`config.mk`:
```
export PLATFORM = sky130hd
export DESIGN_NAME = cell_pixel_format_writer
export DESIGN_NICKNAME = d
export VERILOG_FILES = /design/src/hw/rtl/cpfw_pkg.sv /design/src/hw/rtl/cell_pixel_format_writer.sv
export SDC_FILE = /design/constraint.sdc
export NUM_CORES = 1
export LEC_CHECK = 0
export ABC_AREA = 1
export BUFFER_PORTS_ARGS = -buffer_cell sky130_fd_sc_hd__buf_2
export CAP_MARGIN = 20
export CORE_MARGIN = 5
export CORE_UTILIZATION = 55
export CTS_BUF_LIST = sky130_fd_sc_hd__clkbuf_16
export DETAILED_ROUTE_END_ITERATION = 12
export HOLD_SLACK_MARGIN = 0.02
export PLACE_DENSITY = 0.71
export SLEW_MARGIN = 20
export SYNTH_ARGS = -nofsm -noshare
export SYNTH_HDL_FRONTEND = slang
export SYNTH_SLANG_ARGS = --single-unit
```
`constraint.sdc`:
```
create_clock -name clock -period 7.1 [get_ports clock]
set_input_delay 0.355 -clock clock [delete_from_list [all_inputs] [get_ports clock]]
set_output_delay 0.355 -clock clock [all_outputs]
set_load 0.05 [all_outputs]
```
`src/hw/rtl/cpfw_pkg.sv`:
```
// cell pixel format writer: shared constants and codes
// no dependencies; used by cell_pixel_format_writer
`default_nettype none

package cpfw_pkg;

   // field widths
   localparam int ORIGIN_W = 12;
   localparam int PIXEL_W  = 32;
   localparam int OFFSET_W = 26;
   localparam int SIZE_W   = 2;
   localparam int FMT_W    = 2;
   localparam int STRIDE_W = 15;
   localparam int SCREEN_W = 13;
   localparam int CELL_W   = 7;
   localparam int CSR_IDX_W  = 3;
   localparam int CSR_DATA_W = 15;

   // register indexes
   localparam logic [CSR_IDX_W-1:0] CSR_PIXEL_FORMAT  = 3'd0;
   localparam logic [CSR_IDX_W-1:0] CSR_LINE_STRIDE   = 3'd1;
   localparam logic [CSR_IDX_W-1:0] CSR_SCREEN_WIDTH  = 3'd2;
   localparam logic [CSR_IDX_W-1:0] CSR_SCREEN_HEIGHT = 3'd3;
   localparam logic [CSR_IDX_W-1:0] CSR_CELL_WIDTH    = 3'd4;
   localparam logic [CSR_IDX_W-1:0] CSR_CELL_HEIGHT   = 3'd5;

   // pixel formats
   localparam logic [FMT_W-1:0] FMT_GRAY   = 2'd0;
   localparam logic [FMT_W-1:0] FMT_RGB555 = 2'd1;
   localparam logic [FMT_W-1:0] FMT_RGB565 = 2'd2;
   localparam logic [FMT_W-1:0] FMT_RGB32  = 2'd3;

   // write sizes
   localparam logic [SIZE_W-1:0] SIZE_BYTE = 2'd0;
   localparam logic [SIZE_W-1:0] SIZE_HALF = 2'd1;
   localparam logic [SIZE_W-1:0] SIZE_WORD = 2'd2;

   // gray weights
   localparam logic [7:0] GRAY_R = 8'd77;
   localparam logic [7:0] GRAY_G = 8'd150;
   localparam logic [7:0] GRAY_B = 8'd29;

   // reset values
   localparam logic [FMT_W-1:0]    RST_PIXEL_FORMAT  = FMT_RGB32;
   localparam logic [STRIDE_W-1:0] RST_LINE_STRIDE   = 15'd4096;
   localparam logic [SCREEN_W-1:0] RST_SCREEN_WIDTH  = 13'd1024;
   localparam logic [SCREEN_W-1:0] RST_SCREEN_HEIGHT = 13'd768;
   localparam logic [CELL_W-1:0]   RST_CELL_WIDTH    = 7'd8;
   localparam logic [CELL_W-1:0]   RST_CELL_HEIGHT   = 7'd16;

endpackage

`default_nettype wire

```
`src/hw/rtl/cell_pixel_format_writer.sv`:
```
// cell pixel format writer: top level, position tracking, clipping and conversion
// depends on cpfw_pkg
`default_nettype none

// Takes the pixels of one character cell in raster order and gives a framebuffer
// byte offset, converted data and write size for each visible pixel. Clipped pixels
// give no word. One input word is accepted every cycle while the result side keeps up.
// A held result stalls the input once the input register is also full. The input
// register takes each pixel word, holding its screen position, and the result register
// its write word. One stage holds the line-stride multiply and the format mux, and it
// feeds the result register. The framebuffer base is added outside the block.
module cell_pixel_format_writer #(
   parameter int MAX_CELL_DIM   = 64,
   parameter int MAX_SCREEN_DIM = 4096
) (
   input  wire logic                              clock,
   input  wire logic                              reset,
   // configuration
   input  wire logic                              csr_write,
   input  wire logic [cpfw_pkg::CSR_IDX_W-1:0]    csr_index,
   input  wire logic [cpfw_pkg::CSR_DATA_W-1:0]   csr_data,
   // input pixels
   input  wire logic                              req_valid,
   output logic                                   req_stall,
   input  wire logic                              req_first_of_cell,
   input  wire logic [cpfw_pkg::ORIGIN_W-1:0]     req_origin_x,
   input  wire logic [cpfw_pkg::ORIGIN_W-1:0]     req_origin_y,
   input  wire logic [cpfw_pkg::PIXEL_W-1:0]      req_background,
   input  wire logic [cpfw_pkg::PIXEL_W-1:0]      req_source_pixel,
   // framebuffer writes
   output logic                                   rsp_valid,
   input  wire logic                              rsp_stall,
   output logic [cpfw_pkg::OFFSET_W-1:0]          rsp_byte_offset,
   output logic [cpfw_pkg::PIXEL_W-1:0]           rsp_write_data,
   output logic [cpfw_pkg::SIZE_W-1:0]            rsp_write_size
);

   localparam int POS_W  = (MAX_CELL_DIM > 1) ? $clog2(MAX_CELL_DIM) : 1;
   localparam int CDIM_W = $clog2(MAX_CELL_DIM + 1);
   localparam int AX_W   = cpfw_pkg::ORIGIN_W + 1;
   localparam int PROD_W = AX_W + cpfw_pkg::STRIDE_W;

   // configuration registers
   logic [cpfw_pkg::FMT_W-1:0]    pixel_format_ff;
   logic [cpfw_pkg::STRIDE_W-1:0] line_stride_ff;
   logic [cpfw_pkg::SCREEN_W-1:0] screen_width_ff;
   logic [cpfw_pkg::SCREEN_W-1:0] screen_height_ff;
   logic [cpfw_pkg::CELL_W-1:0]   cell_width_ff;
   logic [cpfw_pkg::CELL_W-1:0]   cell_height_ff;

   always_ff @(posedge clock) begin
      if (reset) begin
         pixel_format_ff  <= cpfw_pkg::RST_PIXEL_FORMAT;
         line_stride_ff   <= cpfw_pkg::RST_LINE_STRIDE;
         screen_width_ff  <= cpfw_pkg::RST_SCREEN_WIDTH;
         screen_height_ff <= cpfw_pkg::RST_SCREEN_HEIGHT;
         cell_width_ff    <= cpfw_pkg::RST_CELL_WIDTH;
         cell_height_ff   <= cpfw_pkg::RST_CELL_HEIGHT;
      end else if (csr_write) begin
         case (csr_index)
            cpfw_pkg::CSR_PIXEL_FORMAT: begin
               pixel_format_ff <= csr_data[cpfw_pkg::FMT_W-1:0];
            end
            cpfw_pkg::CSR_LINE_STRIDE: begin
               line_stride_ff <= csr_data[cpfw_pkg::STRIDE_W-1:0];
            end
            cpfw_pkg::CSR_SCREEN_WIDTH: begin
               screen_width_ff <= csr_data[cpfw_pkg::SCREEN_W-1:0];
            end
            cpfw_pkg::CSR_SCREEN_HEIGHT: begin
               screen_height_ff <= csr_data[cpfw_pkg::SCREEN_W-1:0];
            end
            cpfw_pkg::CSR_CELL_WIDTH: begin
               cell_width_ff <= csr_data[cpfw_pkg::CELL_W-1:0];
            end
            cpfw_pkg::CSR_CELL_HEIGHT: begin
               cell_height_ff <= csr_data[cpfw_pkg::CELL_W-1:0];
            end
            default: begin
            end
         endcase
      end
   end

   // effective cell size
   logic [CDIM_W-1:0] cell_w_eff;
   logic [CDIM_W-1:0] cell_h_eff;

   always_comb begin
      if (cell_width_ff == '0) begin
         cell_w_eff = CDIM_W'(1);
      end else if (32'(cell_width_ff) > MAX_CELL_DIM) begin
         cell_w_eff = CDIM_W'(MAX_CELL_DIM);
      end else begin
         cell_w_eff = CDIM_W'(cell_width_ff);
      end
      if (cell_height_ff == '0) begin
         cell_h_eff = CDIM_W'(1);
      end else if (32'(cell_height_ff) > MAX_CELL_DIM) begin
         cell_h_eff = CDIM_W'(MAX_CELL_DIM);
      end else begin
         cell_h_eff = CDIM_W'(cell_height_ff);
      end
   end

   // pipeline control
   logic s1_valid_ff;
   logic s1_valid_in;
   logic rsp_valid_ff;
   logic rsp_valid_in;
   logic req_take;
   logic s1_visible;
   logic s1_move;
   logic out_free;

   assign out_free  = !rsp_valid_ff || !rsp_stall;
   assign s1_move   = s1_valid_ff && (!s1_visible || out_free);
   assign req_stall = s1_valid_ff && !s1_move;
   assign req_take  = req_valid && !req_stall;

   // position inside the cell
   logic [POS_W-1:0] column_ff;
   logic [POS_W-1:0] column_in;
   logic [POS_W-1:0] row_ff;
   logic [POS_W-1:0] row_in;
   logic [POS_W-1:0] column_cur;
   logic [POS_W-1:0] row_cur;

   always_comb begin
      column_cur = req_first_of_cell ? '0 : column_ff;
      row_cur    = req_first_of_cell ? '0 : row_ff;
      column_in  = column_ff;
      row_in     = row_ff;
      if (req_take) begin
         if (32'(column_cur) + 1 >= 32'(cell_w_eff)) begin
            column_in = '0;
            if (32'(row_cur) + 1 >= 32'(cell_h_eff)) begin
               row_in = '0;
            end else begin
               row_in = row_cur + POS_W'(1);
            end
         end else begin
            column_in = column_cur + POS_W'(1);
            row_in    = row_cur;
         end
      end
   end

   // input register
   logic [AX_W-1:0]              s1_ax_ff;
   logic [AX_W-1:0]              s1_ay_ff;
   logic [cpfw_pkg::PIXEL_W-1:0] s1_bg_ff;
   logic [cpfw_pkg::PIXEL_W-1:0] s1_src_ff;

   assign s1_valid_in = req_take || (s1_valid_ff && !s1_move);

   always_ff @(posedge clock) begin
      if (req_take) begin
         s1_ax_ff  <= AX_W'(req_origin_x) + AX_W'(column_cur);
         s1_ay_ff  <= AX_W'(req_origin_y) + AX_W'(row_cur);
         s1_bg_ff  <= req_background;
         s1_src_ff <= req_source_pixel;
      end
   end

   // clip, offset and conversion
   logic [7:0]                    red;
   logic [7:0]                    green;
   logic [7:0]                    blue;
   logic [15:0]                   gray_sum;
   logic                          transparent;
   logic [PROD_W-1:0]             line_prod;
   logic [cpfw_pkg::OFFSET_W-1:0] col_bytes;
   logic [cpfw_pkg::OFFSET_W-1:0] offset_in;
   logic [cpfw_pkg::PIXEL_W-1:0]  data_in;
   logic [cpfw_pkg::SIZE_W-1:0]   size_in;

   assign s1_visible = (32'(s1_ax_ff) < 32'(screen_width_ff))
                    && (32'(s1_ax_ff) < MAX_SCREEN_DIM)
                    && (32'(s1_ay_ff) < 32'(screen_height_ff))
                    && (32'(s1_ay_ff) < MAX_SCREEN_DIM);

   assign red         = s1_src_ff[23:16];
   assign green       = s1_src_ff[15:8];
   assign blue        = s1_src_ff[7:0];
   assign transparent = (s1_src_ff == '0);
   assign gray_sum    = (16'(red) * 16'(cpfw_pkg::GRAY_R))
                      + (16'(green) * 16'(cpfw_pkg::GRAY_G))
                      + (16'(blue) * 16'(cpfw_pkg::GRAY_B));
   assign line_prod   = PROD_W'(s1_ay_ff) * PROD_W'(line_stride_ff);

   always_comb begin
      case (pixel_format_ff)
         cpfw_pkg::FMT_GRAY: begin
            size_in   = cpfw_pkg::SIZE_BYTE;
            col_bytes = cpfw_pkg::OFFSET_W'(s1_ax_ff);
            data_in   = transparent ? 32'(s1_bg_ff[7:0]) : 32'(gray_sum[15:8]);
         end
         cpfw_pkg::FMT_RGB555: begin
            size_in   = cpfw_pkg::SIZE_HALF;
            col_bytes = cpfw_pkg::OFFSET_W'({s1_ax_ff, 1'b0});
            data_in   = transparent ? 32'(s1_bg_ff[15:0])
                                    : 32'({1'b0, red[7:3], green[7:3], blue[7:3]});
         end
         cpfw_pkg::FMT_RGB565: begin
            size_in   = cpfw_pkg::SIZE_HALF;
            col_bytes = cpfw_pkg::OFFSET_W'({s1_ax_ff, 1'b0});
            data_in   = transparent ? 32'(s1_bg_ff[15:0])
                                    : 32'({red[7:3], green[7:2], blue[7:3]});
         end
         default: begin
            size_in   = cpfw_pkg::SIZE_WORD;
            col_bytes = cpfw_pkg::OFFSET_W'({s1_ax_ff, 2'b00});
            data_in   = transparent ? s1_bg_ff : 32'({red, green, blue});
         end
      endcase
      offset_in = cpfw_pkg::OFFSET_W'(line_prod) + col_bytes;
   end

   // result register
   logic [cpfw_pkg::OFFSET_W-1:0] offset_ff;
   logic [cpfw_pkg::PIXEL_W-1:0]  data_ff;
   logic [cpfw_pkg::SIZE_W-1:0]   size_ff;

   assign rsp_valid_in = (s1_move && s1_visible) || (rsp_valid_ff && rsp_stall);

   always_ff @(posedge clock) begin
      if (s1_move && s1_visible) begin
         offset_ff <= offset_in;
         data_ff   <= data_in;
         size_ff   <= size_in;
      end
   end

   always_ff @(posedge clock) begin
      if (reset) begin
         s1_valid_ff  <= 1'b0;
         rsp_valid_ff <= 1'b0;
         column_ff    <= '0;
         row_ff       <= '0;
      end else begin
         s1_valid_ff  <= s1_valid_in;
         rsp_valid_ff <= rsp_valid_in;
         column_ff    <= column_in;
         row_ff       <= row_in;
      end
   end

   assign rsp_valid       = rsp_valid_ff;
   assign rsp_byte_offset = offset_ff;
   assign rsp_write_data  = data_ff;
   assign rsp_write_size  = size_ff;

endmodule

`default_nettype wire
```
[Yosys cells after proc, flatten, opt, wreduce, memory -nomap -nowiden]
Cells that the tools add are included.
W data, S select, Z words.
Operators by class
  equality and inequality tests: 7
  add/sub/neg operators: 9
  order comparisons: 8
  muxes and demuxes: 16
  multipliers: 4
  reductions and logical operators: 29
Operators by type and width (number)
  $pmux W32 S3: 1
  $logic_not A32 Y1: 1
  $mux W16: 2
  $mux W32: 1
  $mul A8 B7 Y15 const B: 2
  $mux W6: 5
  $pmux W15 S2: 1
  $mux W7: 4
  $add A12 B6 Y13: 2
  $add A26 B26 Y26: 1
  $lt A13 B13 Y1: 2
  $lt A13 B13 Y1 const B: 2
  $mul A13 B15 Y26: 1
  $add A15 B16 Y16: 1
  $add A16 B13 Y16: 1
  $add A6 B1 Y7 const B: 2
  $ge A7 B7 Y1: 2
  $gt A7 B7 Y1 const B: 2
  $logic_not A7 Y1: 2
  $mul A8 B5 Y13 const B: 1
  $add A6 B1 Y6 const B: 2
  $reduce_and A2 Y1: 6
  $logic_and A1 B1 Y1: 8
  $mux W8: 1
  11 further kinds: 20
Storage, ports and cells
  logic and storage cells: 90
  input port bits: 112
  register bits: 221

[Depth between registers and ports, before layout]
Gate-level depths: netlist (run 1).
  depth after elaboration: 12
  depth in mapped cells: 31
  depth with buffers taken out: 31

[Least setup slack after synthesis (run 1)]
No wires, ideal clock.
  path type: reg-to-reg
  start point: register s1_src_ff[13] (netlist name)
  end point: register data_ff (netlist bit rsp_write_data[6]) (data pin)
  buffers on the path: 0
  path slack: 1042 ps
  stages on the path, launching flop included: 31
  library setup time: 252 ps
  arrival time: 5806 ps
  period minus slack after synthesis: 6058 ps
  cells stage by stage: edfxtp_1 > ha_1 > ha_1 > ha_1 > inv_1 > fa_1 > inv_1 > ha_1 > a21oi_1 > inv_1 > a31oi_1 > xnor2_1 > fa_1 > fa_1 > inv_1 > fa_1 > fa_1 > inv_1 > ha_1 > nand2_1 > inv_1 > nand2_1 > nand2_1 > a21oi_1 > nand2_1 > nand2_1 > nand3_1 > nand2_1 > nand2_1 > nand2_1 > nand2_1
Between the ends
  cells in the longest elaborated chain, start to end: 5
Ends and longest elaborated chain
  start, declared: line cell_pixel_format_writer.sv:153  | logic [cpfw_pkg::PIXEL_W-1:0] s1_src_ff;
  start signal, assigned: line cell_pixel_format_writer.sv:162  | s1_src_ff <= req_source_pixel;
  $mul A8 B7 Y15: line cell_pixel_format_writer.sv:188  | + (16'(green) * 16'(cpfw_pkg::GRAY_G))
  $add A15 B16 Y16: line cell_pixel_format_writer.sv:188
  $add A16 B13 Y16: line cell_pixel_format_writer.sv:189  | + (16'(blue) * 16'(cpfw_pkg::GRAY_B));
  $mux W8: line cell_pixel_format_writer.sv:197  | data_in = transparent ? 32'(s1_bg_ff[7:0]) : 32'(gray_sum[15:8]);
  $pmux W32 S3 (*): line cell_pixel_format_writer.sv:193  | case (pixel_format_ff)
  via data_in, one bit: line cell_pixel_format_writer.sv:175  | logic [cpfw_pkg::PIXEL_W-1:0] data_in;
  end signal, assigned: line cell_pixel_format_writer.sv:230  | data_ff <= data_in;
  end, declared: line cell_pixel_format_writer.sv:222  | logic [cpfw_pkg::PIXEL_W-1:0] data_ff;
Mark *: on every way through the listed nets, which the timed path passes. The rest lies on a longest branch.
A chain may end at the register's enable or synchronous reset.

[Final worst setup path (run 1)]
  start point: register s1_src_ff[11] (netlist name)
  end point: register data_ff (netlist bit rsp_write_data[6]) (data pin)
Same word-level chain as after synthesis.

==> impl_metrics.ini, run 1 <==
[timing]
relSlewSlack = 0.419
tightest_slew_ns = 0.871
setup_tns_ns = 0
hold_violations = 0
slew_violations = 0
setup_violations = 0
fin_crit_ns = 6.69
fin_skew_ns = 0.0329
rsz0062_at_grt = no
fmax_mhz = 149
finalWorstSetupSlack_ns = 0.409
period_share = 0.942

[drt]
firstDrtPassIters = 6
ant_nets = 0
drt_iter0_drc = 1124
vias = 16535
wl_per_cell_um = 17.0
viasPerCell = 5.23
drc = 0
wl_mm = 53.7

[run_status]
status = finished clean

[yosys]
syn_inst = 2418
async_reset_ff_frac = 0
yosys.cell_types.count = 43
avgSynthCellArea_um2 = 8.55
yosysWarnings = 0
ys_ff_latch = 221
syn_nets = 2966
ys_seq_area_frac = 0.287
syn_area_um2 = 20700
synth_edf_count = 150
synth_ff_type = edfxtp_1

[floorplanning]
dieArea_um2 = 41600
floorplan.initialDensity = 0.553
num_io_pins = 174
core_region_area_um2 = 37400
chipWidth_um = 204
die_y_um = 204
std_cell_rows = 71

[hold_path]
hold_class = input port to flip-flop
worstHoldStart = rsp_stall
holdPathStages = 3
min_to = rsp_valid

[finish]
final_common_cell = inv_1
layout-drive-gt1-share = 0.0901
nNetsFinal = 3180
area_growth_pct = 13.6
layout_common_cells = 560 x inv_1, 485 x nand2_1, 226 x ha_1

[clocking]
clockBufferDepth = 3
path_clk_slew_ns = 0.06
root_buffer = clkbuf_16
cts_tree = done
ctsResizeCount = 0
htreeDepth = 1
numCtsBuffers = 26
clock_latency_ns = 0.57
clock_sinks = 221

[place]
gp_routability_congestion = 0.899
place_ws_ns = 0.568
dp_hpwl_mm = 41.6
port_buffers = 173

[power]
combinationalPowerShare = 0.559
p_int_w = 0.00354
p_clk_frac = 0.200
powerDensity_nw_per_um2 = 274
total_power_w = 0.00644
p_sw_w = 0.00290
p_sw_frac = 0.451
seq_power_share = 0.241
p_leak_nw = 12.4
max-vdd-ir-drop_mv = 0.286

[worst_setup_path]
r2r_slack_ns = 0.41
r2r-start = s1_src_ff[11]
crit_path_max_fanout = 6
worstSetupPathType = flip-flop to flip-flop
max_stage_delay_ns = 0.52
reg2reg_to = rsp_write_data[6]
required_ns = 7.41
cp-end-kind = flip-flop
critPathLaunchType = flip-flop
critPathMostFrequentCell = nand2_1
cp_num_cells = 30
r2r_cells = 30
crit_family = adder cells
crit_slowest_cell = fa_1
crit_buf_inv = 6
arrival_ns = 7.00

[global_routing]
grt_first_pass_wirelength_mm = 88.5
grtUsageTotal = 0.266
antenna_found_initial = 0
grt_pass1_vias = 17053
grt_max_degree = 69
grt-ovfl-total = 0

[job]
cap_violations = 0
layer usage:
metal | global-route usage | share of wire | up-vias
met2 | 0.451 | 0.48 | 552
li1 | - | - | 7959
met1 | 0.357 | 0.43 | 7930
met3 | 0.0401 | 0.069 | 94
met5 | 0 | 0 | -
met4 | 0.0744 | 0.026 | 0
sequential cells by signal (all words and copies together) (netlist names), 13 cells and up:
| signal | flops |
|---|---|
| s1_bg_ff | 32 |
| s1_src_ff | 32 |
| screen_width_ff | 13 |
| screen_height_ff | 13 |
| s1_ax_ff | 13 |
| rsp_write_data | 32 |
| s1_ay_ff | 13 |
| line_stride_ff | 15 |
| rsp_byte_offset | 26 |
tightest hold or removal path, cell delays in order:
cell and delay (ns):
buf_2 0.09, nand2_1 0.06, a21oi_1 0.06
per-stage QoR:
stage                     utilization  instance area (um^2)  instances  hold WS (ns)
after floorplan                     -                 20700       2418         0.424
after global placement          0.588                 22000       3049         0.443
after detailed placement        0.588                 22000       3049         0.454
after CTS                       0.627                 23500       3162        0.0236
after global routing            0.628                 23500       3163        0.0380
final                           0.628                 23500       3164        0.0553
power groups by stage:
| stage | Sequential (W) | Combinational [W] | Clock (W) |
|---|---|---|---|
| CTS | 0.00155 | 0.00359 | 0.00132 |
| global placement | 0.00158 | 0.00349 | 0 |
| finish | 0.00155 | 0.00360 | 0.00129 |
| floorplan | 0.00155 | 0.00272 | 0 |
| global route | 0.00156 | 0.00417 | 0.00137 |
| detailed placement | 0.00158 | 0.00353 | 0 |
cell families after synthesis:
| logic type | after synthesis | share of synthesized area |
|---|---|---|
| and+or+nand+nor | 795 | 0.156 |
| adders and majority gates | 436 | 0.340 |
| buffers and inverters | 625 | 0.115 |
| xor gates and xnor gates | 64 | 0.0271 |
| AOI/OAI and AO/OA | 277 | 0.0749 |
| DFF | 221 | 0.287 |
timing repair:
item	in CTS	in global routing
setup buffers	0	0
hold buffers	65	0
hold endpoints to repair	65	0
how the worst max path moves through the flow:
stage | slack, ns | end | start
floorplan | 1.04 | rsp_write_data[6] | s1_src_ff[13]
global placement | 0.74 | rsp_write_data[6] | s1_src_ff[13]
detailed placement | 0.57 | rsp_write_data[6] | s1_src_ff[11]
CTS | 0.51 | rsp_write_data[6] | s1_src_ff[11]
global route | 0.14 | rsp_write_data[6] | s1_src_ff[11]
finish | 0.41 | rsp_write_data[6] | s1_src_ff[11]
synth_stat cells (all sizes together), types with 19 or more instances:
| library cell | number | area share |
|---|---|---|
| ha | 226 | 0.14 |
| nand4 | 19 | 0.0058 |
| nand3 | 80 | 0.020 |
| fa | 210 | 0.20 |
| o21ai | 106 | 0.026 |
| xnor2 | 28 | 0.012 |
| edfxtp | 150 | 0.22 |
| a21oi | 114 | 0.028 |
| dfxtp | 71 | 0.069 |
| clkbuf | 51 | 0.0093 |
| xor2 | 36 | 0.015 |
| nand2 | 486 | 0.089 |
| inv | 562 | 0.10 |
| nor2 | 181 | 0.033 |
layout make-up:
cell class              instances  area, um^2
flip-flops and latches        221        5930
multi-input cells            1572       12400
fillers                      3217       13900
clock buffers                  26         651
inverters                     563        2110
clock inverters                22         176
repair buffers                248        1600
diodes                          1        2.50
well taps                     511         639
Power figures use the tool's default switching activity.
==> run 2, diff against run 1 <==
--- a/config.mk
+++ b/config.mk
@@ -8,13 +8,14 @@
 export ABC_AREA = 1
 export BUFFER_PORTS_ARGS = -buffer_cell sky130_fd_sc_hd__buf_2
 export CAP_MARGIN = 20
+export CORE_ASPECT_RATIO = 1.4
 export CORE_MARGIN = 5
 export CORE_UTILIZATION = 55
 export CTS_BUF_LIST = sky130_fd_sc_hd__clkbuf_16
 export DETAILED_ROUTE_END_ITERATION = 12
 export HOLD_SLACK_MARGIN = 0.02
-export PLACE_DENSITY = 0.71
-export SLEW_MARGIN = 20
+export PLACE_DENSITY_LB_ADDON = 0.1
+export SLEW_MARGIN = 15
 export SYNTH_ARGS = -nofsm -noshare
 export SYNTH_HDL_FRONTEND = slang
 export SYNTH_SLANG_ARGS = --single-unit
==> run 2 against run 1 <==
Effect of this change:
- total power rose by 0.77%
- flip-flop and latch count unchanged
- fmax up 1.1%
- hold slack lost 0.0084 ns
- register-to-register slack better by 0.08 ns
- via count down 1.2%
- cell count decreased by 1.4%
- design area shrank 0.21%
- clock-buffer cell count is 1 higher
- die area up 0.13%
- global-route usage increased by 0.14 points
- critical path depth unchanged
- largest cell class unchanged
- largest power group unchanged
- highest routed layer unchanged
==> impl_metrics.ini, run 2 (synthesized netlist as in run 1, its figures left out) <==
[global_routing]
grt_pass1_vias = 17195
grt_max_degree = 69
grt-ovfl-total = 0
grtUsageTotal = 0.267
antenna_found_initial = 0
grt_first_pass_wirelength_mm = 88.7

[drt]
ant_nets = 0
drc = 0
wl_mm = 54.5
vias = 16334
firstDrtPassIters = 5
drt_iter0_drc = 905
viasPerCell = 5.23
wl_per_cell_um = 17.5

[worst_setup_path]
crit_path_max_fanout = 6
required_ns = 7.39
critPathMostFrequentCell = nand2_1
max_stage_delay_ns = 0.52
arrival_ns = 6.91
critPathLaunchType = flip-flop
crit_slowest_cell = edfxtp_1
cp-end-kind = flip-flop
worstSetupPathType = flip-flop to flip-flop

[job]
cap_violations = 0

[finish]
layout-drive-gt1-share = 0.0891
final_common_cell = inv_1
design_area_um2 = 23400
layout_common_cells = 563 x inv_1, 485 x nand2_1, 226 x ha_1
nNetsFinal = 3178
area_growth_pct = 13.4
diodes = 0

[power]
combinationalPowerShare = 0.556
p_sw_frac = 0.447
seq_power_share = 0.239
max-vdd-ir-drop_mv = 0.392
p_sw_w = 0.00290
p_leak_nw = 12.4
p_int_w = 0.00359
p_clk_frac = 0.205
powerDensity_nw_per_um2 = 277

[timing]
relSlewSlack = 0.392
setup_tns_ns = 0
setup_violations = 0
period_share = 0.932
whs_ns = 0.0469
rsz0062_at_grt = no
slew_violations = 0
hold_violations = 0
finalWorstSetupSlack_ns = 0.485
fmax_mhz = 151
fin_crit_ns = 6.62
tightest_slew_ns = 0.912
fin_skew_ns = 0.0388

[clocking]
ctsResizeCount = 0
clock_sinks = 221
root_buffer = clkbuf_16
clock_latency_ns = 0.57
numCtsBuffers = 24
htreeDepth = 1
path_clk_slew_ns = 0.06
clockBufferDepth = 3
cts_tree = done

[floorplanning]
dieArea_um2 = 41600
floorplan.initialDensity = 0.552
die_y_um = 239
core_region_area_um2 = 37400
chipWidth_um = 174
std_cell_rows = 84
num_io_pins = 174

[place]
dp_hpwl_mm = 43.5
place_ws_ns = 0.509
gp_routability_congestion = 0.951
place_area_um2 = 21900
port_buffers = 173

[hold_path]
hold_class = input port to flip-flop

[run_status]
status = finished clean
## run 2: cell types whose count changed in the layout (fill, tap and decap cells not counted), sizes merged
| cell | before | now |
|---|---|---|
| diode | 1 | 0 |
| inv | 564 | 571 |
| clkinvlp | 2 | 0 |
| clkinv | 18 | 7 |
| clkbuf | 26 | 27 |
| bufinv | 1 | 2 |
## run 2: repair_timing
item / 4_1_cts / 5_1_grt
setup buffers: 0 / 0
endpoints found under the hold margin: 65 / 0
hold buffers: 65 / 0
## run 2: power groups by stage
stage,combinational (W),clock (W),sequential (W)
after floorplan,0.00272,0,0.00155
after global placement,0.00356,0,0.00158
after detailed placement,0.00359,0,0.00158
after CTS,0.00364,0.00136,0.00155
after global routing,0.00418,0.00142,0.00156
final,0.00361,0.00133,0.00155
## run 2: metal layers
metal  vias up  wire length (um)  GRT usage
met2       406             28800      0.506
met4         0              2770      0.120
met3       118              2500     0.0311
met1      7861             20400      0.300
li1       7949                 -          -
met5         -                 0          0
## run 2: worst paths after layout
| check | endpoint | startpoint | cells after the start | slack [ns] |
|---|---|---|---|---|
| max | rsp_write_data[6] | s1_src_ff[13] | 30 | 0.48 |
| min | line_stride_ff[13] | csr_data[13] | 3 | 0.05 |
| max reg2reg | rsp_write_data[6] | s1_src_ff[13] | 30 | 0.48 |
| min reg2reg | screen_height_ff[10] | screen_height_ff[10] | 2 | 0.46 |
## run 2: area by class of cell
class                   count  area [um^2]
repair buffers            248         1590
multi-input cells        1572        12400
fillers                  3267        14000
well taps                 473          592
clock buffers              27          676
flip-flops and latches    221         5930
clock inverters            17          164
inverters                 563         2120
## run 2: stage by stage
step	instances	util	power, W
finish	3121	0.626	0.00649
global placement	3012	0.586	0.00514
global route	3121	0.626	0.00716
detailed placement	3012	0.586	0.00516
CTS	3121	0.626	0.00656
floorplan	2418	-	0.00426
## run 2: worst max-delay path: cells and delay by family (launching register included)
family | cells | cell delay, ns
fa+ha+maj | 10 | 4.02
simple gates | 10 | 0.69
compound gates | 3 | 0.60
flops | 1 | 0.52
buf+inv | 6 | 0.30
xor+xnor | 1 | 0.21
==> run 3, diff against run 2 <==
--- a/config.mk
+++ b/config.mk
@@ -14,7 +14,7 @@
 export CTS_BUF_LIST = sky130_fd_sc_hd__clkbuf_16
 export DETAILED_ROUTE_END_ITERATION = 12
 export HOLD_SLACK_MARGIN = 0.02
-export PLACE_DENSITY_LB_ADDON = 0.1
+export PLACE_DENSITY = 0.75
 export SLEW_MARGIN = 15
 export SYNTH_ARGS = -nofsm -noshare
 export SYNTH_HDL_FRONTEND = slang
==> run 3 against run 2 <==
Effect of this change:
- routed wire length is essentially flat
- clock power about the same
- fmax increased by 0.64%
- total power increased by 0.35%
- non-clock buffer count grew 2
- die area is the same
- critical path depth down 2
- global-route usage decreased by 0.086 points
- sequential share of layout area is essentially flat
- largest power group unchanged
- highest routed layer is now met5
==> impl_metrics.ini, run 3 (synthesized netlist as in run 1, its figures left out) <==
[clocking]
path_clk_slew_ns = 0.06
clock_latency_ns = 0.57
clockBufferDepth = 3
cts_tree = done
htreeDepth = 1
numCtsBuffers = 24
root_buffer = clkbuf_16
clock_sinks = 221

[drt]
wl_mm = 54.6
ant_nets = 0
drc = 0
viasPerCell = 5.30
firstDrtPassIters = 5
drt_iter0_drc = 900
wl_per_cell_um = 17.5
vias = 16567

[worst_setup_path]
cp-end-kind = flip-flop
max_stage_delay_ns = 0.52
r2r_slack_ns = 0.53
arrival_ns = 6.87
critPathLaunchType = flip-flop
crit_slowest_cell = fa_1
crit_path_max_fanout = 6
reg2reg_to = rsp_write_data[6]
critPathMostFrequentCell = nand2_1
worstSetupPathType = flip-flop to flip-flop
r2r_cells = 28
required_ns = 7.40
r2r-start = s1_src_ff[11]

[hold_path]
hold_class = input port to flip-flop
holdPathStages = 3
min_to = line_stride_ff[13]
worstHoldStart = csr_data[13]

[floorplanning]
num_io_pins = 174
std_cell_rows = 84
chipWidth_um = 174
core_region_area_um2 = 37400
dieArea_um2 = 41600
floorplan.initialDensity = 0.552
die_y_um = 239

[timing]
relSlewSlack = 0.278
setup_violations = 0
fmax_mhz = 152
tightest_slew_ns = 1.08
period_share = 0.926
rsz0062_at_grt = no
fin_crit_ns = 6.57
fin_skew_ns = 0.0319
setup_tns_ns = 0
hold_violations = 0
slew_violations = 0

[global_routing]
grt_first_pass_wirelength_mm = 89.0
grt-ovfl-total = 0
grt_max_degree = 69
grtUsageTotal = 0.266
grt_pass1_vias = 17464
antenna_found_initial = 1

[finish]
layout-drive-gt1-share = 0.0906
area_growth_pct = 13.4
nNetsFinal = 3180
final_common_cell = inv_1
layout_common_cells = 562 x inv_1, 485 x nand2_1, 226 x ha_1
final_util = 0.627
final_cells = 3124
fill_cells = 3163

[place]
gp_routability_congestion = 0.949
dp_hpwl_mm = 43.0
placed_cells = 3011
port_buffers = 173

[job]
cap_violations = 0

[power]
total_power_w = 0.00652
max-vdd-ir-drop_mv = 0.289
powerDensity_nw_per_um2 = 278
p_leak_nw = 12.4

[run_status]
status = finished clean
[run 3: critical path, delay by kind of cell (launching register included)]
kind / cells / cell delay (ns)
xor gates and xnor gates: 1 / 0.19
and+or+nand+nor: 8 / 0.52
AOI/OAI and AO/OA: 4 / 0.82
adders and majority gates: 10 / 4.01
DFF: 1 / 0.50
buffers and inverters: 5 / 0.25
[run 3: area by class of cell]
type / count / area (um^2) / share of cell area
multi-input combinational: 1572 / 12400 / 0.528
timing repair buffer: 250 / 1610 / 0.0685
tap: 473 / 592 / 0.0252
inverter: 563 / 2120 / 0.0903
clock buffer: 24 / 601 / 0.0256
sequential: 221 / 5930 / 0.253
clock inverter: 20 / 224 / 0.00955
antenna: 1 / 2.50 / 0.000107
[run 3: through the flow]
step,worst slack [ns],area [um^2],hold WS (ns)
detailed placement,0.495,21900,0.451
finish,0.527,23400,0.0515
CTS,0.464,23400,0.0368
global route,0.0416,23400,0.0404
global placement,0.648,21900,0.436
floorplan,1.04,20700,0.424
[run 3: repair_timing]
item	in CTS	in global routing
hold endpoints to repair	65	0
hold buffers	65	0
resized for setup	0	1
buffers inserted	0	3
setup endpoints to repair	0	1
[run 3: worst max-delay path by stage]
stage	slack, ns	start	end
after detailed placement	0.50	s1_src_ff[13]	rsp_write_data[6]
after global routing	0.04	s1_src_ff[11]	rsp_write_data[6]
after floorplan	1.04	s1_src_ff[13]	rsp_write_data[6]
after CTS	0.46	s1_src_ff[13]	rsp_write_data[6]
after global placement	0.65	s1_src_ff[11]	rsp_write_data[7]
final	0.53	s1_src_ff[11]	rsp_write_data[6]
[run 3: routing by layer]
layer	share of wire	vias up	global-route usage
li1	-	7964	-
met5	0.00037	-	0
met2	0.53	517	0.501
met1	0.37	7948	0.303
met4	0.050	2	0.121
met3	0.048	136	0.0289
[run 3: where the power goes]
group	total [W]	internal (W)	switching, W
clock network	0.00132	0.000767	0.000550
registers	0.00155	0.00147	0.0000835
logic	0.00365	0.00137	0.00228
